[config.mk]
export PLATFORM = sky130hd
export DESIGN_NAME = mixed_radix_exchange_partners
export DESIGN_NICKNAME = d
export VERILOG_FILES = /design/src/sv/mrxp_pkg.sv /design/src/sv/mixed_radix_exchange_partners.sv
export SDC_FILE = /design/constraint.sdc
export NUM_CORES = 1
export LEC_CHECK = 0
export ABC_AREA = 0
export BUFFER_PORTS_ARGS = -buffer_cell sky130_fd_sc_hd__clkbuf_2
export CAP_MARGIN = 20
export CORE_UTILIZATION = 55
export CTS_CLUSTER_DIAMETER = 100
export CTS_CLUSTER_SIZE = 40
export DETAILED_ROUTE_END_ITERATION = 10
export HOLD_SLACK_MARGIN = 0.05
export PLACE_DENSITY = 0.7
export REMOVE_ABC_BUFFERS = 1
export SYNTH_ARGS = -nofsm -noshare
export SYNTH_HDL_FRONTEND = slang
export SYNTH_SLANG_ARGS = --single-unit
[constraint.sdc]
create_clock -name clk -period 9.5 [get_ports clk]
set_input_delay 2.85 -clock clk [delete_from_list [all_inputs] [get_ports clk]]
set_output_delay 2.85 -clock clk [all_outputs]
set_load 0.02 [all_outputs]
[src/sv/mrxp_pkg.sv]
// ----------------------------------------------------------------------------
// mrxp_pkg: shared types, constants and microcode for the exchange schedule
// Widths, configuration register indexes, radix helpers and the control store.
// ----------------------------------------------------------------------------
`default_nettype none

package mrxp_pkg;

	// field widths
	localparam int RANK_W    = 16;
	localparam int RPB_W     = 17;
	localparam int STAGE_W   = 5;
	localparam int WIDTH_W   = 3;
	localparam int TOTAL_W   = 7;
	localparam int CFG_IDX_W = 3;
	localparam int DIVCNT_W  = 4;

	localparam logic [STAGE_W-1:0]  MAX_STAGES = 5'd20;
	localparam logic [DIVCNT_W-1:0] DIV_LAST   = DIVCNT_W'(RANK_W - 1);

	// reciprocals for exact 16-bit division by 3 and by 5
	localparam logic [RPB_W-1:0] RECIP3 = 17'd43691;  // (2^17 + 1) / 3
	localparam logic [RPB_W-1:0] RECIP5 = 17'd52429;  // (2^18 + 1) / 5

	// configuration register indexes
	localparam logic [CFG_IDX_W-1:0] CFG_RANKS_PER_BOARD = 3'd0;
	localparam logic [CFG_IDX_W-1:0] CFG_INTER_R2        = 3'd1;
	localparam logic [CFG_IDX_W-1:0] CFG_INTER_R3        = 3'd2;
	localparam logic [CFG_IDX_W-1:0] CFG_INTER_R5        = 3'd3;
	localparam logic [CFG_IDX_W-1:0] CFG_INTRA_R2        = 3'd4;
	localparam logic [CFG_IDX_W-1:0] CFG_INTRA_R3        = 3'd5;
	localparam logic [CFG_IDX_W-1:0] CFG_INTRA_R5        = 3'd6;

	// radix phases
	localparam logic [1:0] PH_R2 = 2'd0;
	localparam logic [1:0] PH_R3 = 2'd1;
	localparam logic [1:0] PH_R5 = 2'd2;

	localparam logic [WIDTH_W-1:0] RADIX2 = 3'd2;
	localparam logic [WIDTH_W-1:0] RADIX3 = 3'd3;
	localparam logic [WIDTH_W-1:0] RADIX5 = 3'd5;

	// datapath operation of one microcode step
	typedef enum logic [3:0] {
		ACT_NONE,
		ACT_LOAD,   // take a rank, prime the divider
		ACT_DIV,    // one restoring division step
		ACT_INIT,   // start the inter-board walk
		ACT_DIGIT,  // quotient of the running digit source by the radix
		ACT_BASE,   // extract digit, form rank with that digit cleared
		ACT_EMIT,   // load one stage result
		ACT_NEXT,   // advance radix phase or level
		ACT_EMPTY   // load the no-stage result
	} act_t;

	// jump conditions
	typedef enum logic [2:0] {
		COND_NEVER,
		COND_ALWAYS,
		COND_NO_INPUT,
		COND_DIV_BUSY,
		COND_TOTAL_ZERO,
		COND_REP_DONE,
		COND_OUT_BUSY,
		COND_NOT_DONE
	} cond_t;

	typedef logic [3:0] upc_t;

	typedef struct packed {
		act_t  act;
		cond_t cond;
		upc_t  target;
	} uc_word_t;

	// step addresses
	localparam upc_t UPC_IDLE  = 4'd0;
	localparam upc_t UPC_DIV   = 4'd1;
	localparam upc_t UPC_INIT  = 4'd2;
	localparam upc_t UPC_CHK   = 4'd3;
	localparam upc_t UPC_BASE  = 4'd4;
	localparam upc_t UPC_EMIT  = 4'd5;
	localparam upc_t UPC_LOOP  = 4'd6;
	localparam upc_t UPC_DONE  = 4'd7;
	localparam upc_t UPC_NEXT  = 4'd8;
	localparam upc_t UPC_EMPTY = 4'd9;
	localparam upc_t UPC_FIN   = 4'd10;

	// control store: jump to target when the condition holds, else fall through
	function automatic uc_word_t uc_rom(input upc_t pc);
		uc_word_t w;
		unique case (pc)
			UPC_IDLE:  w = '{act: ACT_LOAD,  cond: COND_NO_INPUT,   target: UPC_IDLE};
			UPC_DIV:   w = '{act: ACT_DIV,   cond: COND_DIV_BUSY,   target: UPC_DIV};
			UPC_INIT:  w = '{act: ACT_INIT,  cond: COND_TOTAL_ZERO, target: UPC_EMPTY};
			UPC_CHK:   w = '{act: ACT_DIGIT, cond: COND_REP_DONE,   target: UPC_NEXT};
			UPC_BASE:  w = '{act: ACT_BASE,  cond: COND_NEVER,      target: UPC_IDLE};
			UPC_EMIT:  w = '{act: ACT_EMIT,  cond: COND_OUT_BUSY,   target: UPC_EMIT};
			UPC_LOOP:  w = '{act: ACT_NONE,  cond: COND_NOT_DONE,   target: UPC_CHK};
			UPC_DONE:  w = '{act: ACT_NONE,  cond: COND_ALWAYS,     target: UPC_IDLE};
			UPC_NEXT:  w = '{act: ACT_NEXT,  cond: COND_ALWAYS,     target: UPC_CHK};
			UPC_EMPTY: w = '{act: ACT_EMPTY, cond: COND_OUT_BUSY,   target: UPC_EMPTY};
			UPC_FIN:   w = '{act: ACT_NONE,  cond: COND_ALWAYS,     target: UPC_IDLE};
			default:   w = '{act: ACT_NONE,  cond: COND_ALWAYS,     target: UPC_IDLE};
		endcase
		return w;
	endfunction

	// radix of a phase
	function automatic logic [WIDTH_W-1:0] radix_of(input logic [1:0] ph);
		logic [WIDTH_W-1:0] r;
		unique case (ph)
			PH_R2:   r = RADIX2;
			PH_R3:   r = RADIX3;
			PH_R5:   r = RADIX5;
			default: r = RADIX2;
		endcase
		return r;
	endfunction

	// v * r modulo 2^16 by shift and add
	function automatic logic [RANK_W-1:0] mul_radix(input logic [RANK_W-1:0] v,
			input logic [1:0] ph);
		logic [RANK_W-1:0] m;
		unique case (ph)
			PH_R2:   m = v << 1;
			PH_R3:   m = (v << 1) + v;
			PH_R5:   m = (v << 2) + v;
			default: m = v << 1;
		endcase
		return m;
	endfunction

endpackage

`default_nettype wire

[src/sv/mixed_radix_exchange_partners.sv]
// ----------------------------------------------------------------------------
// mixed_radix_exchange_partners: partner ranks of a mixed-radix exchange
// A new rank is taken only while the sequencer is idle, after the last result of the
//   previous rank has been loaded into the output register; the rank passes the
//   bit-serial rank / board-size divider before the first result is registered.
// Reset: asynchronous, sequencer idle, output empty, board size 1, counts 0.
// ----------------------------------------------------------------------------
`default_nettype none

module mixed_radix_exchange_partners
	import mrxp_pkg::*;
(
	input  wire logic                 clk,
	input  wire logic                 arst_n,
	// rank channel
	input  wire logic                 in_valid,
	output logic                      in_ready,
	input  wire logic [RANK_W-1:0]    node_rank,
	// result channel
	output logic                      out_valid,
	input  wire logic                 out_ready,
	output logic [STAGE_W-1:0]        stage_number,
	output logic [WIDTH_W-1:0]        group_width,
	output logic [RANK_W-1:0]         partner_zero,
	output logic [RANK_W-1:0]         partner_one,
	output logic [RANK_W-1:0]         partner_two,
	output logic [RANK_W-1:0]         partner_three,
	output logic [RANK_W-1:0]         partner_four,
	output logic                      final_stage,
	output logic                      truncated,
	// configuration writes
	input  wire logic                 wr_en,
	input  wire logic [CFG_IDX_W-1:0] wr_index,
	input  wire logic [RPB_W-1:0]     wr_data
);

	// configuration registers
	logic [RPB_W-1:0] rpb_q;
	logic [4:0]       inter2_q, intra2_q;
	logic [3:0]       inter3_q, intra3_q;
	logic [2:0]       inter5_q, intra5_q;

	always_ff @(posedge clk or negedge arst_n) begin
		if (!arst_n) begin
			rpb_q    <= RPB_W'(1);
			inter2_q <= '0;
			inter3_q <= '0;
			inter5_q <= '0;
			intra2_q <= '0;
			intra3_q <= '0;
			intra5_q <= '0;
		end else if (wr_en) begin
			unique case (wr_index)
				CFG_RANKS_PER_BOARD: rpb_q    <= wr_data;
				CFG_INTER_R2:        inter2_q <= wr_data[4:0];
				CFG_INTER_R3:        inter3_q <= wr_data[3:0];
				CFG_INTER_R5:        inter5_q <= wr_data[2:0];
				CFG_INTRA_R2:        intra2_q <= wr_data[4:0];
				CFG_INTRA_R3:        intra3_q <= wr_data[3:0];
				CFG_INTRA_R5:        intra5_q <= wr_data[2:0];
				default:             ;
			endcase
		end
	end

	// derived configuration: board size (zero acts as one), stage total, limit
	logic [RPB_W-1:0]   rpb_eff;
	logic [TOTAL_W-1:0] total;
	logic               trunc;
	logic [STAGE_W-1:0] limit;

	assign rpb_eff = (rpb_q == '0) ? RPB_W'(1) : rpb_q;
	assign total   = TOTAL_W'(inter2_q) + TOTAL_W'(inter3_q) + TOTAL_W'(inter5_q)
		+ TOTAL_W'(intra2_q) + TOTAL_W'(intra3_q) + TOTAL_W'(intra5_q);
	assign trunc   = total > TOTAL_W'(MAX_STAGES);
	assign limit   = trunc ? MAX_STAGES : total[STAGE_W-1:0];

	// sequencer
	upc_t     upc_q, upc_d;
	uc_word_t uw;
	logic     cond_true;

	// datapath registers
	logic [RANK_W-1:0]   rank_q;
	logic [RANK_W-1:0]   high_q;      // divider quotient, then running digit source
	logic [RANK_W-1:0]   rem_q;       // divider remainder = board offset
	logic [DIVCNT_W-1:0] div_cnt_q;
	logic [RANK_W-1:0]   q_q;         // high_q / radix
	logic [RANK_W-1:0]   base_q;      // rank with the stage digit set to 0
	logic [RANK_W-1:0]   step_q;      // rank change for one unit of the stage digit
	logic                level_q;     // 0 inter-board, 1 intra-board
	logic [1:0]          phase_q;
	logic [4:0]          rep_q;
	logic [STAGE_W-1:0]  stage_q;

	// output register
	logic                out_valid_q;
	logic [STAGE_W-1:0]  stage_number_q;
	logic [WIDTH_W-1:0]  group_width_q;
	logic [RANK_W-1:0]   p0_q, p1_q, p2_q, p3_q, p4_q;
	logic                final_q, trunc_q;
	logic                out_free;

	assign uw       = uc_rom(upc_q);
	assign out_free = !out_valid_q || out_ready;
	assign in_ready = (uw.act == ACT_LOAD);

	// stage count of the current level and phase
	logic [4:0]         cnt_sel;
	logic [WIDTH_W-1:0] radix;

	always_comb begin
		unique case ({level_q, phase_q})
			{1'b0, PH_R2}: cnt_sel = inter2_q;
			{1'b0, PH_R3}: cnt_sel = 5'(inter3_q);
			{1'b0, PH_R5}: cnt_sel = 5'(inter5_q);
			{1'b1, PH_R2}: cnt_sel = intra2_q;
			{1'b1, PH_R3}: cnt_sel = 5'(intra3_q);
			{1'b1, PH_R5}: cnt_sel = 5'(intra5_q);
			default:       cnt_sel = '0;
		endcase
	end

	assign radix = radix_of(phase_q);

	// next step address
	always_comb begin
		unique case (uw.cond)
			COND_NEVER:      cond_true = 1'b0;
			COND_ALWAYS:     cond_true = 1'b1;
			COND_NO_INPUT:   cond_true = !in_valid;
			COND_DIV_BUSY:   cond_true = (div_cnt_q != DIV_LAST);
			COND_TOTAL_ZERO: cond_true = (total == '0);
			COND_REP_DONE:   cond_true = (rep_q == cnt_sel);
			COND_OUT_BUSY:   cond_true = !out_free;
			COND_NOT_DONE:   cond_true = (stage_q != limit);
			default:         cond_true = 1'b0;
		endcase
		upc_d = cond_true ? uw.target : upc_t'(upc_q + 1'b1);
	end

	always_ff @(posedge clk or negedge arst_n) begin
		if (!arst_n) begin
			upc_q <= UPC_IDLE;
		end else begin
			upc_q <= upc_d;
		end
	end

	// restoring divider step
	logic [RANK_W:0] trial;
	logic            trial_ge;

	assign trial    = {rem_q, high_q[RANK_W-1]};
	assign trial_ge = (trial >= rpb_eff);

	// quotient by the radix through a reciprocal multiply
	logic [RPB_W-1:0]      recip;
	logic [RANK_W+RPB_W-1:0] recip_prod;
	logic [RANK_W-1:0]     quot;

	always_comb begin
		recip      = (phase_q == PH_R3) ? RECIP3 : RECIP5;
		recip_prod = high_q * recip;
		unique case (phase_q)
			PH_R2:   quot = high_q >> 1;
			PH_R3:   quot = recip_prod[RANK_W+RPB_W-1:RPB_W];
			PH_R5:   quot = RANK_W'(recip_prod[RANK_W+RPB_W-1:RPB_W+1]);
			default: quot = high_q >> 1;
		endcase
	end

	// stage digit and the rank with that digit cleared
	logic [RANK_W-1:0] digit_full;
	logic [2:0]        digit;
	logic [RANK_W-1:0] digit_step;

	assign digit_full = high_q - mul_radix(q_q, phase_q);
	assign digit      = digit_full[2:0];

	always_comb begin
		unique case (digit)
			3'd0:    digit_step = '0;
			3'd1:    digit_step = step_q;
			3'd2:    digit_step = step_q << 1;
			3'd3:    digit_step = (step_q << 1) + step_q;
			3'd4:    digit_step = step_q << 2;
			default: digit_step = '0;
		endcase
	end

	// partner ranks: base plus digit value times step
	logic [RANK_W-1:0] step2, pr1, pr2, pr3, pr4;
	logic              last_stage;

	assign step2      = step_q << 1;
	assign pr1        = base_q + step_q;
	assign pr2        = base_q + step2;
	assign pr3        = pr2 + step_q;
	assign pr4        = pr2 + step2;
	assign last_stage = (STAGE_W'(stage_q + 1'b1) == limit);

	// datapath
	always_ff @(posedge clk) begin
		unique case (uw.act)
			ACT_LOAD: begin
				if (in_valid) begin
					rank_q    <= node_rank;
					high_q    <= node_rank;
					rem_q     <= '0;
					div_cnt_q <= '0;
				end
			end
			ACT_DIV: begin
				rem_q     <= trial_ge ? RANK_W'(trial - rpb_eff) : trial[RANK_W-1:0];
				high_q    <= {high_q[RANK_W-2:0], trial_ge};
				div_cnt_q <= DIVCNT_W'(div_cnt_q + 1'b1);
			end
			ACT_INIT: begin
				level_q <= 1'b0;
				phase_q <= PH_R2;
				rep_q   <= '0;
				stage_q <= '0;
				step_q  <= rpb_eff[RANK_W-1:0];
			end
			ACT_DIGIT: begin
				q_q <= quot;
			end
			ACT_BASE: begin
				base_q <= rank_q - digit_step;
			end
			ACT_EMIT: begin
				if (out_free) begin
					high_q  <= q_q;
					step_q  <= mul_radix(step_q, phase_q);
					rep_q   <= 5'(rep_q + 1'b1);
					stage_q <= STAGE_W'(stage_q + 1'b1);
				end
			end
			ACT_NEXT: begin
				rep_q <= '0;
				if (phase_q == PH_R5) begin
					phase_q <= PH_R2;
					level_q <= 1'b1;
					high_q  <= rem_q;
					step_q  <= RANK_W'(1);
				end else begin
					phase_q <= phase_q + 1'b1;
				end
			end
			default: ;
		endcase
	end

	// output register: valid flag
	always_ff @(posedge clk or negedge arst_n) begin
		if (!arst_n) begin
			out_valid_q <= 1'b0;
		end else if ((uw.act == ACT_EMIT || uw.act == ACT_EMPTY) && out_free) begin
			out_valid_q <= 1'b1;
		end else if (out_ready) begin
			out_valid_q <= 1'b0;
		end
	end

	// output register: payload
	always_ff @(posedge clk) begin
		if (uw.act == ACT_EMIT && out_free) begin
			stage_number_q <= stage_q;
			group_width_q  <= radix;
			p0_q           <= base_q;
			p1_q           <= pr1;
			p2_q           <= (radix == RADIX2) ? '0 : pr2;
			p3_q           <= (radix == RADIX5) ? pr3 : '0;
			p4_q           <= (radix == RADIX5) ? pr4 : '0;
			final_q        <= last_stage;
			trunc_q        <= trunc;
		end else if (uw.act == ACT_EMPTY && out_free) begin
			stage_number_q <= '0;
			group_width_q  <= '0;
			p0_q           <= '0;
			p1_q           <= '0;
			p2_q           <= '0;
			p3_q           <= '0;
			p4_q           <= '0;
			final_q        <= 1'b1;
			trunc_q        <= 1'b0;
		end
	end

	assign out_valid     = out_valid_q;
	assign stage_number  = stage_number_q;
	assign group_width   = group_width_q;
	assign partner_zero  = p0_q;
	assign partner_one   = p1_q;
	assign partner_two   = p2_q;
	assign partner_three = p3_q;
	assign partner_four  = p4_q;
	assign final_stage   = final_q;
	assign truncated     = trunc_q;

	// checks
	// a stage is only started while below the limit
	a_stage_below_limit: assert property (@(posedge clk) disable iff (!arst_n)
		(upc_q == UPC_CHK) |-> (stage_q < limit))
		else $error("stage counter reached limit inside the stage loop");

	// repeat counter never passes the phase count
	a_rep_in_range: assert property (@(posedge clk) disable iff (!arst_n)
		(upc_q == UPC_CHK) |-> (rep_q <= cnt_sel))
		else $error("phase repeat counter overran its count");

	// the quotient by the radix leaves a digit below the radix
	a_digit_in_range: assert property (@(posedge clk) disable iff (!arst_n)
		(upc_q == UPC_BASE) |-> (digit_full < RANK_W'(radix)))
		else $error("stage digit not below the radix");

	// the final result of a rank sends the sequencer back toward idle
	a_final_ends_walk: assert property (@(posedge clk) disable iff (!arst_n)
		((uw.act == ACT_EMIT) && out_free && last_stage) |=> (upc_q == UPC_LOOP)
		##1 (upc_q == UPC_DONE))
		else $error("walk continued past the final stage");

endmodule

`default_nettype wire

==> results.yml <==
global_route:
  antenna_found_initial: 0
  grt_max_degree: 86
  grtUsageTotal: 0.281
  grt-ovfl-total: 0
  grt_first_pass_wirelength_um: 92700
  grt_pass1_vias: 17367
logic_synthesis:
  synth_edf_count: 202
  post_synth.cell_area_avg_um2: 9.85
  ys_seq_area_frac: 0.315
  ys_warn_count: 0
  ys_ff_latch: 248
  async_flop_share: 0.185
  synth_cells: 2330
  ys.flop_type: "edfxtp_1"
  synth_area_um2: 22900
  synth_cell_types: 85
clocking:
  clockBufferDepth: 3
  cts_tree: "built"
  htree_levels: 1
  cts.sinks: 248
  cts_resized: 0
  clk_latency_ps: 520
  post_cts_buffers: 0
  cts_root_buf: "clkbuf_16"
  ctsHoldBuffers: 0
  clk_pin_slew_worst_paths_ps: 140
  numCtsBuffers: 11
setup_path:
  path_max_fanout: 31
  crit_arrival_ps: 8460
  cp-startpoint: "phase_q[1]$_SDFFCE_PP0P_"
  endpoint_kind: "register"
  required_ps: 9770
  cp-start-kind: "register"
  reg2reg_from: "phase_q[1]$_SDFFCE_PP0P_"
  critical_path_class: "register to register"
floorplan:
  boundaryPins: 133
  die_y_um: 206
  core_um2: 41000
  initial_utilization: 0.559
  std_cell_rows: 74
  fp.dieW_um: 206
  die_area_um2: 42500
timing:
  finalSetupViolations: 0
  setup_ws_ps: 1300
  hold_viol_final: 0
  tightest_slew_ps: 1130
  clock_skew_ps: 33.2
  maxSlewViolCount: 0
  fmax_mhz: 122
  finalCritPeriodShare: 0.863
  setup_tns_ps: 0
  max-slew-margin-rel: 0.248
  rsz0062_at_grt: "false"
  fin_crit_ps: 8200
finish:
  area_growth_pct: 7.38
  n_fill_cell: 3465
  num_antenna_cells: 0
  final_util: 0.601
  multiInputGateArea_um2: 14300
  instances_no_fill: 2977
  finalNetCount: 2899
  register_area_um2: 7220
  drive_gt1_frac: 0.0941
status:
  status: "complete, but fails checks"
  violations: "DRC"
drt:
  drtIter0Drc: 1242
  route.detailed.drc: 34
  vias_per_cell: 5.86
  drt-pass1-iter-count: 8
  wl_per_cell_um: 19.6
  vias: 17458
  totalWireLength_um: 58200
  postRouteAntennaNets: 0
placed_design:
  gp_congestion: 0.949
  numPortBuffers: 132
  place_ws_ps: 1330
  dp_cells: 2958
  dp_hpwl_um: 47000
min_path:
  hold_path.class: "register to register"
  hold_start: "inter5_q[2]$_DFFE_PN0P_"
job:
  maxCapViolCount: 0
==> cells in the mapped netlist, drive strengths merged, types with 18 or more instances <==
| master | instances | share of area |
|---|---|---|
| a221oi | 27 | 0.010 |
| nand2 | 134 | 0.022 |
| edfxtp | 202 | 0.26 |
| inv | 329 | 0.054 |
| nor2b | 26 | 0.0071 |
| nand3 | 53 | 0.012 |
| or3 | 18 | 0.0049 |
| dfrtp | 45 | 0.049 |
| a21o | 39 | 0.013 |
| xnor2 | 89 | 0.034 |
| fa | 155 | 0.14 |
| clkbuf | 61 | 0.010 |
| nor2 | 220 | 0.036 |
| and2 | 41 | 0.011 |
| a22oi | 22 | 0.0072 |
| xor2 | 48 | 0.018 |
| and3 | 30 | 0.0082 |
| ha | 262 | 0.14 |
| o21ai | 83 | 0.018 |
| mux2 | 24 | 0.012 |
| a21oi | 96 | 0.021 |
| mux2i | 27 | 0.012 |
| nor3 | 44 | 0.0096 |
==> metal layers <==
metal,up-vias,routed length [µm],track usage,part of all wire
li1,8320,-,-,-
met1,8546,24200,0.358,0.42
met2,506,29300,0.502,0.50
met3,86,2760,0.0216,0.047
met4,0,2000,0.0932,0.034
met5,-,0,0,0
==> cells by family (layout without fill, tap and decap cells) <==
kind of cell,Yosys count,after routing,share of synthesized area
mux,51,51,0.0236
xor+xnor,137,137,0.0523
flops,248,248,0.315
other cells,2,17,0.000327
buf+inv,398,498,0.0657
compound gates,444,444,0.134
simple gates,633,633,0.131
fa+ha+maj,417,417,0.278
==> cells in the final DEF, fill, tap and decap left out, types with 12 or more instances in the layout <==
cell / count
and3_1: 30
xor2_1: 48
o21bai_1: 13
nor2_1: 218
mux2_2: 24
or2_2: 12
clkbuf_2: 132
or3_1: 18
inv_1: 329
o21ai_0: 78
nor2b_1: 26
o31ai_1: 16
a221oi_1: 27
conb_1: 17
and2_1: 40
fa_1: 155
a22oi_1: 22
mux2i_1: 27
ha_1: 261
a22o_1: 16
edfxtp_1: 202
buf_4: 18
a21oi_1: 96
a21o_1: 39
a211oi_1: 14
nand2_1: 134
o21a_1: 15
nor3_1: 42
dfrtp_1: 45
nand3_1: 53
xnor2_1: 89
==> stage by stage <==
step                      hold WS (ps)  cell area, µm²
final                              538           24600
after global routing               550           24600
after detailed placement           501           24300
after floorplan                    479           22700
after CTS                          533           24600
after global placement             492           24200
==> critical path, cell delays in order, from the launching register on <==
cell       delay [ps]
edfxtp_1          470
inv_1             120
ha_2              580
inv_1             490
nand2_1           250
fa_1              480
fa_1              550
inv_1              60
fa_1              510
fa_1              520
fa_1              540
inv_1              50
fa_1              530
inv_1              40
ha_1              320
nand4_1           140
o21bai_1          100
o31a_1            340
a2111oi_4         510
o21bai_2          190
a311o_1           380
a21o_1            210
a21o_1            190
xnor2_1           140
a31o_1            220
==> flip-flops by register name, summed over array words and instances, names as in the netlist, 4 cells and up <==
| register | flops |
|---|---|
| intra2_q | 5 |
| step_q | 16 |
| rep_q | 5 |
| inter3_q | 4 |
| partner_one | 16 |
| intra3_q | 4 |
| upc_q | 4 |
| rpb_q | 17 |
| rem_q | 16 |
| high_q | 16 |
| stage_number | 5 |
| q_q | 15 |
| base_q | 16 |
| partner_three | 16 |
| inter2_q | 5 |
| partner_four | 16 |
| rank_q | 16 |
| partner_zero | 16 |
| stage_q | 5 |
| div_cnt_q | 4 |
| partner_two | 16 |
==> worst paths after layout <==
path                                      endpoint  cells past startpoint  slack [ps]
min in group asynchronous  inter2_q[2]$_DFFE_PN0P_                      1        2220
hold / removal             inter5_q[2]$_DFFE_PN0P_                      1         540
setup reg to reg                 q_q[13]$_DFFE_PN_                     24        1300
setup / recovery                 q_q[13]$_DFFE_PN_                     24        1300
hold reg to reg            inter5_q[2]$_DFFE_PN0P_                      1         540
max in group asynchronous     rpb_q[0]$_DFFE_PN1P_                      2        6750
==> layout make-up <==
class                      instances  share of cell area
sequential                       248               0.293
timing repair buffer             152              0.0337
clock inverter                     5             0.00315
clock buffer                      12              0.0117
multi-input combinational       1699               0.581
inverter                         329              0.0501
tap                              532              0.0270
Power is left out: the tool's default activity adds up to more than one toggle a clock period on the data nets, which glitch-free logic cannot reach.
